File: config.mk
export PLATFORM = sky130hd
export DESIGN_NAME = door_passage_occupancy_fsm
export DESIGN_NICKNAME = d
export VERILOG_FILES = /design/src/hdl/dpo_pkg.sv /design/src/hdl/door_passage_occupancy_fsm.sv
export SDC_FILE = /design/constraint.sdc
export NUM_CORES = 1
export LEC_CHECK = 0
export BUFFER_PORTS_ARGS = -buffer_cell sky130_fd_sc_hd__buf_2
export CORE_ASPECT_RATIO = 1.1
export CORE_MARGIN = 1.5
export CORE_UTILIZATION = 29
export DETAILED_ROUTE_END_ITERATION = 16
export GPL_ROUTABILITY_DRIVEN = 0
export PLACE_DENSITY = 0.54
export SYNTH_ARGS = -nofsm -noshare
export SYNTH_HDL_FRONTEND = slang
export SYNTH_SLANG_ARGS = --single-unit
File: constraint.sdc
create_clock -name i_clk -period 4.2 [get_ports i_clk]
set_clock_uncertainty 0.15 [all_clocks]
set_input_delay 0.84 -clock i_clk [delete_from_list [all_inputs] [get_ports i_clk]]
set_output_delay 0.84 -clock i_clk [all_outputs]
set_load 0.005 [all_outputs]
File: src/hdl/dpo_pkg.sv
// ----------------------------------------------------------------------------
// dpo_pkg: shared types and constants for the door passage occupancy block
// Holds the input and result word layouts, the door command codes, the door
// state codes seen on the result word and the default sizes.
// ----------------------------------------------------------------------------
package dpo_pkg;

    // Default sizes for the top level parameters.
    localparam int COUNT_WIDTH_DEF = 16;
    localparam int TIMER_WIDTH_DEF = 20;

    // Timeout loaded at reset, in ticks.
    localparam int TIMEOUT_RESET = 10000;

    // Width of the occupant count on the result word.
    localparam int OUT_COUNT_WIDTH = 16;

    // Door command codes.
    localparam logic [1:0] CMD_NONE  = 2'd0;
    localparam logic [1:0] CMD_OPEN  = 2'd1;
    localparam logic [1:0] CMD_CLOSE = 2'd2;

    // Door state codes as reported on the result word.
    localparam logic [2:0] DS_CLOSED   = 3'd0;
    localparam logic [2:0] DS_OPEN_IN  = 3'd1;
    localparam logic [2:0] DS_OPEN_OUT = 3'd2;
    localparam logic [2:0] DS_TO_EXIT  = 3'd3;
    localparam logic [2:0] DS_TO_ENTER = 3'd4;
    localparam logic [2:0] DS_EXITING  = 3'd5;
    localparam logic [2:0] DS_ENTERING = 3'd6;

    // One tick of sensor levels.
    typedef struct packed {
        logic button_pressed;
        logic inside_sensor;
        logic outside_sensor;
        logic remote_open;
    } t_in_word;

    // One result per tick.
    typedef struct packed {
        logic [1:0]                        door_command;
        logic                              light_on;
        logic signed [OUT_COUNT_WIDTH-1:0] occupant_count_out;
        logic [2:0]                        door_state;
    } t_out_word;

endpackage

File: src/hdl/door_passage_occupancy_fsm.sv
// ----------------------------------------------------------------------------
// door_passage_occupancy_fsm: door controller with bidirectional people count
// A result word is registered and shows on the output register in the cycle
// after its input word is accepted. Throughput: one word per cycle while the
// consumer takes each result, set by the single registered next-state pass.
// Reset (i_rst_n low, synchronous): door closed, timer and count zero,
// timeout back to 10000 ticks, no result pending.
// ----------------------------------------------------------------------------
module door_passage_occupancy_fsm #(
    parameter int COUNT_WIDTH = dpo_pkg::COUNT_WIDTH_DEF,
    parameter int TIMER_WIDTH = dpo_pkg::TIMER_WIDTH_DEF
) (
    input  logic                   i_clk,
    input  logic                   i_rst_n,
    // Input channel: one word per millisecond tick.
    input  logic                   i_in_valid,
    output logic                   o_in_ready,
    input  dpo_pkg::t_in_word      i_in_word,
    // Result channel: one word per accepted input word.
    output logic                   o_out_valid,
    input  logic                   i_out_ready,
    output dpo_pkg::t_out_word     o_out_word,
    // Timeout register write port.
    input  logic                   i_cfg_we,
    input  logic [TIMER_WIDTH-1:0] i_cfg_data
);

    // Door and passage states. Code 7 is never entered; if it were, the
    // machine would hold it with no command until a remote open.
    typedef enum logic [2:0] {
        ST_CLOSED   = 3'd0,
        ST_OPEN_IN  = 3'd1,
        ST_OPEN_OUT = 3'd2,
        ST_TO_EXIT  = 3'd3,
        ST_TO_ENTER = 3'd4,
        ST_EXITING  = 3'd5,
        ST_ENTERING = 3'd6
    } t_state;

    // Saturation limits of the signed occupant count.
    localparam logic signed [COUNT_WIDTH-1:0] CountMax = {1'b0, {(COUNT_WIDTH-1){1'b1}}};
    localparam logic signed [COUNT_WIDTH-1:0] CountMin = {1'b1, {(COUNT_WIDTH-1){1'b0}}};

    t_state                          r_state,   n_state;
    logic [TIMER_WIDTH-1:0]          r_elapsed, n_elapsed;
    logic signed [COUNT_WIDTH-1:0]   r_count,   n_count;
    logic [TIMER_WIDTH-1:0]          r_timeout;
    logic                            r_out_valid;
    dpo_pkg::t_out_word              r_out_word, n_out_word;

    logic                            accept;
    logic [1:0]                      cmd;
    logic [TIMER_WIDTH-1:0]          elapsed_inc;
    logic [TIMER_WIDTH-1:0]          elapsed_sat;
    logic                            timed_out;

    // The result register frees up in the same cycle its word is taken, so
    // a new tick is accepted every cycle unless the consumer stalls.
    assign o_in_ready = !r_out_valid || i_out_ready;
    assign accept     = i_in_valid && o_in_ready;

    // The open timer counts up and saturates at the timeout. The increment
    // is only used while the timer is below the timeout, so it cannot wrap.
    // The door is forced closed once the advanced count has reached the
    // timeout, which also covers a timeout of zero.
    assign elapsed_inc = r_elapsed + TIMER_WIDTH'(1);
    assign elapsed_sat = (r_elapsed < r_timeout) ? elapsed_inc : r_timeout;
    assign timed_out   = (elapsed_sat >= r_timeout);

    always_comb begin
        n_state   = r_state;
        n_elapsed = r_elapsed;
        n_count   = r_count;
        cmd       = dpo_pkg::CMD_NONE;

        if (i_in_word.remote_open) begin
            // The partner already opened the door: just track it and restart
            // the timer. This beats every other event of the tick.
            n_state   = ST_OPEN_OUT;
            n_elapsed = '0;
        end else if (r_state == ST_CLOSED) begin
            if (i_in_word.button_pressed) begin
                n_state   = ST_OPEN_IN;
                n_elapsed = '0;
                cmd       = dpo_pkg::CMD_OPEN;
            end
        end else if (r_state <= ST_ENTERING) begin
            n_elapsed = elapsed_sat;
            if (timed_out) begin
                n_state = ST_CLOSED;
                cmd     = dpo_pkg::CMD_CLOSE;
            end else begin
                // The order in which the two sensors fire tells an exit
                // from an entry.
                case (r_state)
                    ST_OPEN_IN: begin
                        if (i_in_word.inside_sensor) begin
                            n_state = ST_TO_EXIT;
                        end else if (i_in_word.outside_sensor) begin
                            n_state = ST_ENTERING;
                        end
                    end
                    ST_OPEN_OUT: begin
                        if (i_in_word.outside_sensor) begin
                            n_state = ST_TO_ENTER;
                        end else if (i_in_word.inside_sensor) begin
                            n_state = ST_TO_EXIT;
                        end
                    end
                    ST_TO_EXIT: begin
                        if (i_in_word.outside_sensor) begin
                            n_state = ST_EXITING;
                        end else if (!i_in_word.inside_sensor) begin
                            n_state = ST_OPEN_IN;
                        end
                    end
                    ST_TO_ENTER: begin
                        if (i_in_word.inside_sensor) begin
                            n_state = ST_ENTERING;
                        end else if (!i_in_word.outside_sensor) begin
                            n_state = ST_OPEN_OUT;
                        end
                    end
                    ST_EXITING: begin
                        if (!i_in_word.inside_sensor) begin
                            // Person has left: count down and close.
                            if (r_count > CountMin) begin
                                n_count = r_count - COUNT_WIDTH'(1);
                            end
                            n_state = ST_CLOSED;
                            cmd     = dpo_pkg::CMD_CLOSE;
                        end else if (!i_in_word.outside_sensor) begin
                            n_state = ST_TO_EXIT;
                        end
                    end
                    ST_ENTERING: begin
                        if (!i_in_word.outside_sensor) begin
                            // Person has come in: count up and close.
                            if (r_count < CountMax) begin
                                n_count = r_count + COUNT_WIDTH'(1);
                            end
                            n_state = ST_CLOSED;
                            cmd     = dpo_pkg::CMD_CLOSE;
                        end else if (!i_in_word.inside_sensor) begin
                            n_state = ST_TO_ENTER;
                        end
                    end
                    default: begin
                        n_state = r_state;
                    end
                endcase
            end
        end

        // The light follows the count held before this tick.
        n_out_word.door_command       = cmd;
        n_out_word.light_on           = (r_count > 0);
        n_out_word.occupant_count_out = dpo_pkg::OUT_COUNT_WIDTH'(n_count);
        n_out_word.door_state         = n_state;
    end

    always_ff @(posedge i_clk) begin
        if (!i_rst_n) begin
            r_state     <= ST_CLOSED;
            r_elapsed   <= '0;
            r_count     <= '0;
            r_timeout   <= TIMER_WIDTH'(dpo_pkg::TIMEOUT_RESET);
            r_out_valid <= 1'b0;
            r_out_word  <= '0;
        end else begin
            if (i_cfg_we) begin
                r_timeout <= i_cfg_data;
            end
            if (accept) begin
                r_state     <= n_state;
                r_elapsed   <= n_elapsed;
                r_count     <= n_count;
                r_out_word  <= n_out_word;
                r_out_valid <= 1'b1;
            end else if (i_out_ready) begin
                r_out_valid <= 1'b0;
            end
        end
    end

    assign o_out_valid = r_out_valid;
    assign o_out_word  = r_out_word;

endmodule

==> flow_summary.ini, run 1 <==
[detailed_routing]
final_antenna_net_count = 0
vias_per_cell = 5.149
drc = 0
drt-initial-drc-count = 207
vias = 4938
finalWirelength_um = 14890
wire_per_inst_um = 15.53
firstDrtPassIters = 4

[logic_synthesis]
synth_edf_count = 0
yosys_warnings = 0
synthDistinctLibCells = 65
synth_area_per_cell_um2 = 8.325
synth_area_um2 = 5004
ys_seq_area_share_pct = 25.21
synth-async-reset-ratio_pct = 0
ys.flop_type = dfxtp_1
synth_seq_cells = 63
synthCells = 601
synth_fp_nets = 685

[cts]
cts-buffers-inserted = 9
cts_tree = built
worst_setup_hold_path_clk_slew_ps = 50
cts-root-buf = clkbuf_16
clock-sinks = 63
clkLatencyLatePin_ps = 340
holdBufCountCts = 0
clockBufferDepth = 2
cts_max_level = 3

[worst_setup_path]
cp.required_ps = 4280
endpoint_kind = flip-flop
crit_family = compound AO/OA/AOI/OAI gates
crit_type = flip-flop to flip-flop
max_stage_delay_ps = 450
startpoint_type = flip-flop
crit_chain = inv_2 -> ha_4 -> a21o_1 -> a21o_1 -> a21oi_2 -> nor2_2 -> a2111oi_4 -> o22ai_4 -> buf_4 -> bufbuf_16 -> nand2_1 -> o21ai_1 -> ha_1 -> nand3_2 -> or3_4 -> o311ai_4 -> buf_6 -> nor4_4 -> buf_4 -> buf_12 -> xor2_1 -> and2_1
crit_arrival_ps = 4460
crit_fanout = 7
slowest_stage = or3_4
critical_path_buf_inv_count = 6
r2r_cells = 22
cp.depth = 22

[hold_path]
hp-class = flip-flop to flip-flop
holdPathStages = 2

[placement]
portBuffers = 52
dp_hpwl_um = 10560

[timing]
layout_setup_ws_ps = -178.9
timing.final.crit_share_pct = 104.3
max_freq_mhz = 228.4
hold_viol_final = 0
fin_crit_ps = 4379
worst_pin_slew_ps = 1005
grt_setup_unrepaired = yes
setup_viol = 16
relSlewSlack_pct = 33.00
report.final.slew_viol_count = 0

[layout]
layout_commonest_cell = buf_4
fillers = 1696
layout_common_cells = buf_4 (74), dfxtp_1 (60), nand2_1 (55)
area_growth_pct = 36.28
fin_util_pct = 40.22
drive_gt1_share_pct = 29.32
finalNetCount = 803

[floorplan]
initial_utilization_pct = 29.51
row_count = 50
coreArea_um2 = 16950
die_h_um = 140.8
io_pins = 53
dieWidth_um = 128.2
die_area_um2 = 18050

[outcome]
status = complete, but fails checks
violations = setup timing

[global_route]
overflow = 0
gr-usage-all-layers_pct = 16.57
grt_max_degree = 34
antenna_found_initial = 2
grt_first_pass_wirelength_um = 23830
grt_pass1_vias = 4823

[job]
cap_violations = 0

[power_and_ir_drop]
power_uw = 1697
power.leakage_uw = 0.003042
peakVddDrop_mv = 0.2359
pwr_density_cell_nw_per_um2 = 248.9
==> metrics by stage <==
stage	cells	TNS [ps]	hold slack [ps]	area (µm²)	setup WS, ps
detailed placement	926	-3649	308.8	6017	-234.9
global placement	926	-3247	309.4	6017	-244.6
CTS	952	-64.34	317.4	6659	-39.32
global route	957	-5927	336.3	6814	-373.6
finish	959	-2011	304.7	6819	-178.9
floorplan	601	0	307.5	5031	5.317
==> cell usage after synthesis, drive strengths merged, types with 7 or more instances <==
library cell	count	area, µm²
a21o	27	202.7
and3	7	43.79
ha	54	675.7
nand4	8	50.05
xor2	16	140.1
a21oi	26	133.9
or3	10	62.56
nand3	33	165.2
nor2b	33	206.5
xnor2	14	122.6
nand2b	9	56.30
and2	7	43.79
mux2i	34	340.3
dfxtp	63	1261
o211ai	8	60.06
clkbuf	24	90.09
o21ai	33	165.2
a32oi	11	96.34
inv	30	112.6
nor2	14	52.55
nand2	58	217.7
buf	7	41.29
==> layout make-up <==
| type | instances | area [µm²] | area share [%] |
|---|---|---|---|
| flip-flops and latches | 63 | 1265 | 18.55 |
| repair buffers | 138 | 1055 | 15.47 |
| clock buffers | 12 | 266.5 | 3.908 |
| clock inverters | 3 | 65.06 | 0.9541 |
| well taps | 234 | 292.8 | 4.294 |
| multi-input cells | 477 | 3757 | 55.10 |
| diodes | 2 | 5.005 | 0.07339 |
| inverters | 30 | 112.6 | 1.651 |
==> where the power goes <==
part | switching [µW] | leakage, µW | internal [µW] | total [µW]
registers | 9.39 | 0.000512 | 614 | 624
logic | 123 | 0.00237 | 106 | 229
clock network | 281 | 0.000165 | 564 | 845
total | 414 | 0.00304 | 1280 | 1700
==> sequential cells by signal (all words and copies together) (netlist names) <==
| signal | cells |
|---|---|
| r_timeout | 20 |
| o_out_word | 22 |
| o_out_valid | 1 |
| r_elapsed | 20 |
==> metal layers <==
layer | GRT usage, % | up-vias | wire (µm)
li1 | - | 2443 | -
met2 | 29.94 | 105 | 7585
met3 | 3.833 | 19 | 716
met5 | 0 | - | 0
met4 | 5.322 | 0 | 272
met1 | 19.17 | 2371 | 6320
==> worst reg2reg max path, stage by stage (launching register included) <==
cell       delay (ps)
dfxtp_2           350
inv_2              60
ha_4              210
a21o_1            150
a21o_1            180
a21oi_2           160
nor2_2             60
a2111oi_4         320
o22ai_4           130
buf_4             140
bufbuf_16         260
nand2_1            50
o21ai_1            60
ha_1              320
nand3_2           110
or3_4             450
o311ai_4          330
buf_6             150
nor4_4             40
buf_4             170
buf_12            140
xor2_1            130
and2_1            150
==> what timing repair did <==
item | 4_1_cts | 5_1_grt
endpoints found under the hold margin | 0 | 0
gates cloned | 3 | 1
endpoints found under the setup margin | 20 | 20
pin swaps | 16 | 31
gates resized for setup | 35 | 40
buffers inserted | 8 | 5
==> cell families (layout without fill, tap and decap cells) <==
group	Yosys count	after routing	share of synthesized area, %
flops	63	63	25.21
other cells	0	2	0
buf+inv	61	183	4.876
xor+xnor	30	30	5.251
mux	37	37	7.477
compound gates	152	152	21.63
simple gates	203	203	21.66
fa+ha+maj	55	55	13.90
==> final timing paths <==
kind                  start        endpoint  slack [ps]
max reg2reg   r_timeout[13]   o_out_word[3]        -180
min reg2reg  o_out_word[21]  o_out_word[21]         300
max           r_timeout[13]   o_out_word[3]        -180
min          o_out_word[21]  o_out_word[21]         300
(Power assumes the default switching activity.)
==> run 2, diff against run 1 <==
--- a/config.mk
+++ b/config.mk
@@ -12,6 +12,7 @@
 export DETAILED_ROUTE_END_ITERATION = 16
 export GPL_ROUTABILITY_DRIVEN = 0
 export PLACE_DENSITY = 0.54
+export RECOVER_POWER = 100
 export SYNTH_ARGS = -nofsm -noshare
 export SYNTH_HDL_FRONTEND = slang
 export SYNTH_SLANG_ARGS = --single-unit
==> flow_summary.ini, run 2 (synthesis results as in run 1) <==
[layout]
drive_gt1_share_pct = 27.66
largest_register_ffs = 22
finalNetCount = 803
stdcell_area_um2 = 6797
fin_util_pct = 40.09
layout_commonest_cell = buf_4
instances_no_fill = 959
area_growth_pct = 35.83
layout_common_cells = buf_4 (71), dfxtp_1 (60), nand2_1 (55)

[cts]
cts-root-buf = clkbuf_16
clkLatencyLatePin_ps = 340
clockBufferDepth = 2
cts_max_level = 3
worst_setup_hold_path_clk_slew_ps = 50
cts_tree = built
holdBufCountCts = 0
cts-buffers-inserted = 9
clock-sinks = 63

[global_route]
grt_max_degree = 34
antenna_found_initial = 2
overflow = 0
grt_first_pass_wirelength_um = 23830
gr-usage-all-layers_pct = 16.57
grt_pass1_vias = 4823

[detailed_routing]
drt-initial-drc-count = 192
wire_per_inst_um = 15.49
vias_per_cell = 5.089
firstDrtPassIters = 4
vias = 4880
final_antenna_net_count = 0
drc = 0
finalWirelength_um = 14850

[worst_setup_path]
r2r_cells = 22
crit_fanout = 7
startpoint_type = flip-flop
rr_startpoint = r_timeout[13]
r2r_slack_ps = -180
crit_arrival_ps = 4460
cp.required_ps = 4280
crit_type = flip-flop to flip-flop
endpoint_kind = flip-flop
worst_r2r_endpoint = o_out_word[3]

[timing]
layout_setup_ws_ps = -177.5
worst_pin_slew_ps = 1704
timing.final.crit_share_pct = 104.2
max_freq_mhz = 228.4
hold_viol_final = 0
tns_ps = -2020
fin_crit_ps = 4377
setup_viol = 17
grt_setup_unrepaired = yes
report.final.slew_viol_count = 26
relSlewSlack_pct = -13.62

[outcome]
violations = capacitance limit, slew limit, setup timing
status = complete, but fails checks

[floorplan]
initial_utilization_pct = 29.51
row_count = 50
dieWidth_um = 128.2
io_pins = 53
coreArea_um2 = 16950
die_area_um2 = 18050
die_h_um = 140.8

[placement]
dpl_cell_area_um2 = 6017
dp_hpwl_um = 10560
dp.cells = 926
portBuffers = 52

[hold_path]
holdPathEnd = o_out_word[21]
holdPathStages = 2
hp-class = flip-flop to flip-flop
hp-start = o_out_word[21]

[power_and_ir_drop]
swShare_pct = 24.36
pwr_density_cell_nw_per_um2 = 249.4
comb_power_share_pct = 13.4
peakVddDrop_mv = 0.2355
clkPwrFrac_pct = 49.8
seqPwrFrac_pct = 36.8
power.leakage_uw = 0.002994
internal_power_uw = 1282
netSwitchingPower_uw = 413.0

[job]
cap_violations = 1
-- run 2: cell types whose count changed in the layout (fill, tap and decap cells not counted) --
cell | before | now
clkbuf_1 | 0 | 12
buf_4 | 74 | 71
and2_1 | 7 | 6
buf_2 | 52 | 42
clkbuf_2 | 0 | 1
and2_0 | 0 | 1
-- run 2: layout make-up --
type | count | area [µm²]
antenna | 2 | 5.005
timing repair buffer | 138 | 1032
sequential | 63 | 1265
tap | 234 | 292.8
inverter | 30 | 112.6
clock inverter | 3 | 65.06
clock buffer | 12 | 266.5
multi-input combinational | 477 | 3757
fill | 1705 | 10160
-- run 2: worst max-delay path, cell delays in order (launching register included) --
cell and delay (ps):
dfxtp_2 350, inv_2 60, ha_4 210, a21o_1 150
a21o_1 180, a21oi_2 170, nor2_2 60, a2111oi_4 320
o22ai_4 130, buf_4 140, bufbuf_16 260, nand2_1 50
o21ai_1 60, ha_1 320, nand3_2 110, or3_4 450
o311ai_4 330, buf_6 150, nor4_4 40, buf_4 170
buf_12 140, xor2_1 130, and2_1 150
-- run 2: repair_timing --
action,4_1_cts,5_1_grt
cloned,3,1
resized for setup,35,40
setup endpoints to repair,20,20
hold endpoints to repair,0,0
setup buffers,8,5
pin swaps,16,31
-- run 2: power by group through the flow --
stage	Sequential, µW	Combinational, µW	Clock [µW]
5_1_grt	625	251	892
3_3_place_gp	635	204	0
2_1_floorplan	638	118	0
6_report	623	227	844
4_1_cts	623	217	865
3_5_place_dp	635	208	0
-- run 2: metal layers --
metal	up-vias	global-route usage (%)	share of wire, %
met3	20	3.833	4.1
met1	2338	19.17	43
met4	0	5.322	1.9
met5	-	0	0
met2	81	29.94	51
li1	2441	-	-
-- run 2: worst max-delay path by stage --
stage / startpoint / end / slack, ps / cells past startpoint
floorplan: r_timeout[9] / o_out_word[18] / 5 / 21
global placement: r_timeout[13] / o_out_word[1] / -240 / 19
detailed placement: r_timeout[13] / o_out_word[17] / -230 / 20
CTS: r_timeout[1] / o_out_word[18] / -40 / 22
global route: r_timeout[12] / o_out_word[7] / -370 / 23
finish: r_timeout[13] / o_out_word[3] / -180 / 22
-- run 2: stage by stage --
| step | hold slack (ps) | power [µW] | setup slack, ps |
|---|---|---|---|
| detailed placement | 308.8 | 842.8 | -234.9 |
| global route | 339.3 | 1768 | -373.6 |
| CTS | 317.4 | 1705 | -39.32 |
| floorplan | 307.5 | 756.2 | 5.317 |
| global placement | 309.4 | 838.7 | -244.6 |
| finish | 307.6 | 1695 | -177.5 |
==> run 3, diff against run 2 <==
--- a/config.mk
+++ b/config.mk
@@ -6,7 +6,6 @@
 export NUM_CORES = 1
 export LEC_CHECK = 0
 export BUFFER_PORTS_ARGS = -buffer_cell sky130_fd_sc_hd__buf_2
-export CORE_ASPECT_RATIO = 1.1
 export CORE_MARGIN = 1.5
 export CORE_UTILIZATION = 29
 export DETAILED_ROUTE_END_ITERATION = 16
==> flow_summary.ini, run 3 (synthesis results as in run 1) <==
[global_route]
use_met3_pct = 3.779
gr-usage-all-layers_pct = 16.08
grt_first_pass_wirelength_um = 23120
gr-usage-met1_pct = 20.60
grt_max_degree = 50
busiest_layer = met2
use_met2_pct = 26.64
grt_pass1_vias = 4733
overflow = 0
antenna_found_initial = 0

[timing]
max_freq_mhz = 241.6
hold_viol_final = 0
report.final.slew_viol_count = 0
timing.final.crit_share_pct = 98.57
relSlewSlack_pct = 31.78
tns_ps = 0
worst_pin_slew_ps = 1023
layout_setup_ws_ps = 60.19
grt_setup_unrepaired = yes
setup_viol = 0
fin_crit_ps = 4140

[worst_setup_path]
max_stage_delay_ps = 400
crit_chain = inv_2 -> ha_4 -> a21o_1 -> a21o_1 -> a211o_1 -> a21oi_4 -> o22ai_4 -> buf_12 -> buf_8 -> buf_6 -> nand2_2 -> o21ai_2 -> ha_1 -> nand3_2 -> or3_4 -> o311ai_4 -> nor4_4 -> buf_4 -> buf_6 -> xor2_1 -> and2_1
endpoint_kind = flip-flop
cp.required_ps = 4300
crit_type = flip-flop to flip-flop
crit_arrival_ps = 4240
critical_path_buf_inv_count = 6
slowest_stage = or3_4
startpoint_type = flip-flop
crit_fanout = 6
crit_family = compound AO/OA/AOI/OAI gates

[detailed_routing]
drc = 0
vias_per_cell = 5.084
firstDrtPassIters = 4
vias = 4748
finalWirelength_um = 14250
final_antenna_net_count = 0
drt-initial-drc-count = 219
wire_per_inst_um = 15.26

[power_and_ir_drop]
power.leakage_uw = 0.002955
peakVddDrop_mv = 0.1999
pwr_density_cell_nw_per_um2 = 247.4

[job]
cap_violations = 0

[cts]
cts_max_level = 3
clkLatencyLatePin_ps = 350
cts-buffers-inserted = 9
worst_setup_hold_path_clk_slew_ps = 60
cts-root-buf = clkbuf_16
clockBufferDepth = 2
clock-sinks = 63
cts_tree = built

[floorplan]
dieWidth_um = 134.4
initial_utilization_pct = 29.96
io_pins = 53
coreArea_um2 = 16700
die_h_um = 134.4
row_count = 47
die_area_um2 = 18050

[placement]
dp.cells = 906
dpl_cell_area_um2 = 5929
place_ws_ps = -179.2
dp_hpwl_um = 10340
portBuffers = 52

[layout]
finalNetCount = 793
stdcell_area_um2 = 6689
fillers = 1690
instances_no_fill = 934
drive_gt1_share_pct = 28.15
area_growth_pct = 33.68
layout_commonest_cell = buf_4
layout_common_cells = buf_4 (62), dfxtp_1 (58), nand2_1 (53)
largest_register_ffs = 22
num_antenna_cells = 0

[hold_path]
hp-class = flip-flop to flip-flop

[outcome]
status = completed
run 3: cell count changes in the layout (fill, tap and decap cells not counted), moves of 4 or more:
cell,before,now
clkbuf_1,12,1
o21ai_0,19,23
buf_4,71,62
a21oi_2,9,5
buf_2,42,52
o21ai_1,11,7
run 3: worst register-to-register path, cell delays in order, from the launching register on:
cell	delay (ps)
dfxtp_2	330
inv_2	50
ha_4	220
a21o_1	170
a21o_1	160
a211o_1	350
a21oi_4	160
o22ai_4	100
buf_12	160
buf_8	130
buf_6	120
nand2_2	60
o21ai_2	50
ha_1	310
nand3_2	90
or3_4	400
o311ai_4	370
nor4_4	60
buf_4	170
buf_6	140
xor2_1	130
and2_1	160
run 3: timing repair:
item,in CTS,in global routing
cloned,1,1
pin swaps,22,32
setup endpoints to repair,20,20
gates resized for setup,34,40
hold buffers,0,0
buffers inserted,5,8
run 3: layout make-up:
cell class                 instances  area [µm²]  share of cell area [%]
clock inverter                     6       85.08                   1.272
inverter                          30       112.6                   1.684
timing repair buffer             128       947.2                   14.16
tap                              220       275.3                   4.115
sequential                        63        1267                   18.95
clock buffer                      10       229.0                   3.423
multi-input combinational        477        3772                   56.40
run 3: path summary, 6_finish.rpt:
check                           depth (start not counted)           start             end  slack [ps]
worst max-delay path                                   21    r_timeout[1]   o_out_word[3]          60
worst min register to register                          2  o_out_word[21]  o_out_word[21]         320
worst min-delay path                                    2  o_out_word[21]  o_out_word[21]         320
worst max register to register                         21    r_timeout[1]   o_out_word[3]          60
run 3: where the power goes:
group	switching, µW	internal, µW
logic	114	96.8
clock network	298	517
registers	15.1	614
run 3: routing by layer:
layer	share of wire, %	vias to the layer above
met1	48	2232
li1	-	2410
met2	46	92
met4	1.5	0
met5	0	-
met3	4.4	14
run 3: through the flow:
| step | total power [µW] | hold WS [ps] | util (%) |
|---|---|---|---|
| finish | 1655 | 324.6 | 40.05 |
| global route | 1720 | 339.5 | 40.05 |
| CTS | 1664 | 334.2 | 38.67 |
| detailed placement | 833.6 | 325.6 | 35.50 |
| global placement | 830.4 | 311.0 | 35.50 |
| floorplan | 756.2 | 307.5 | - |
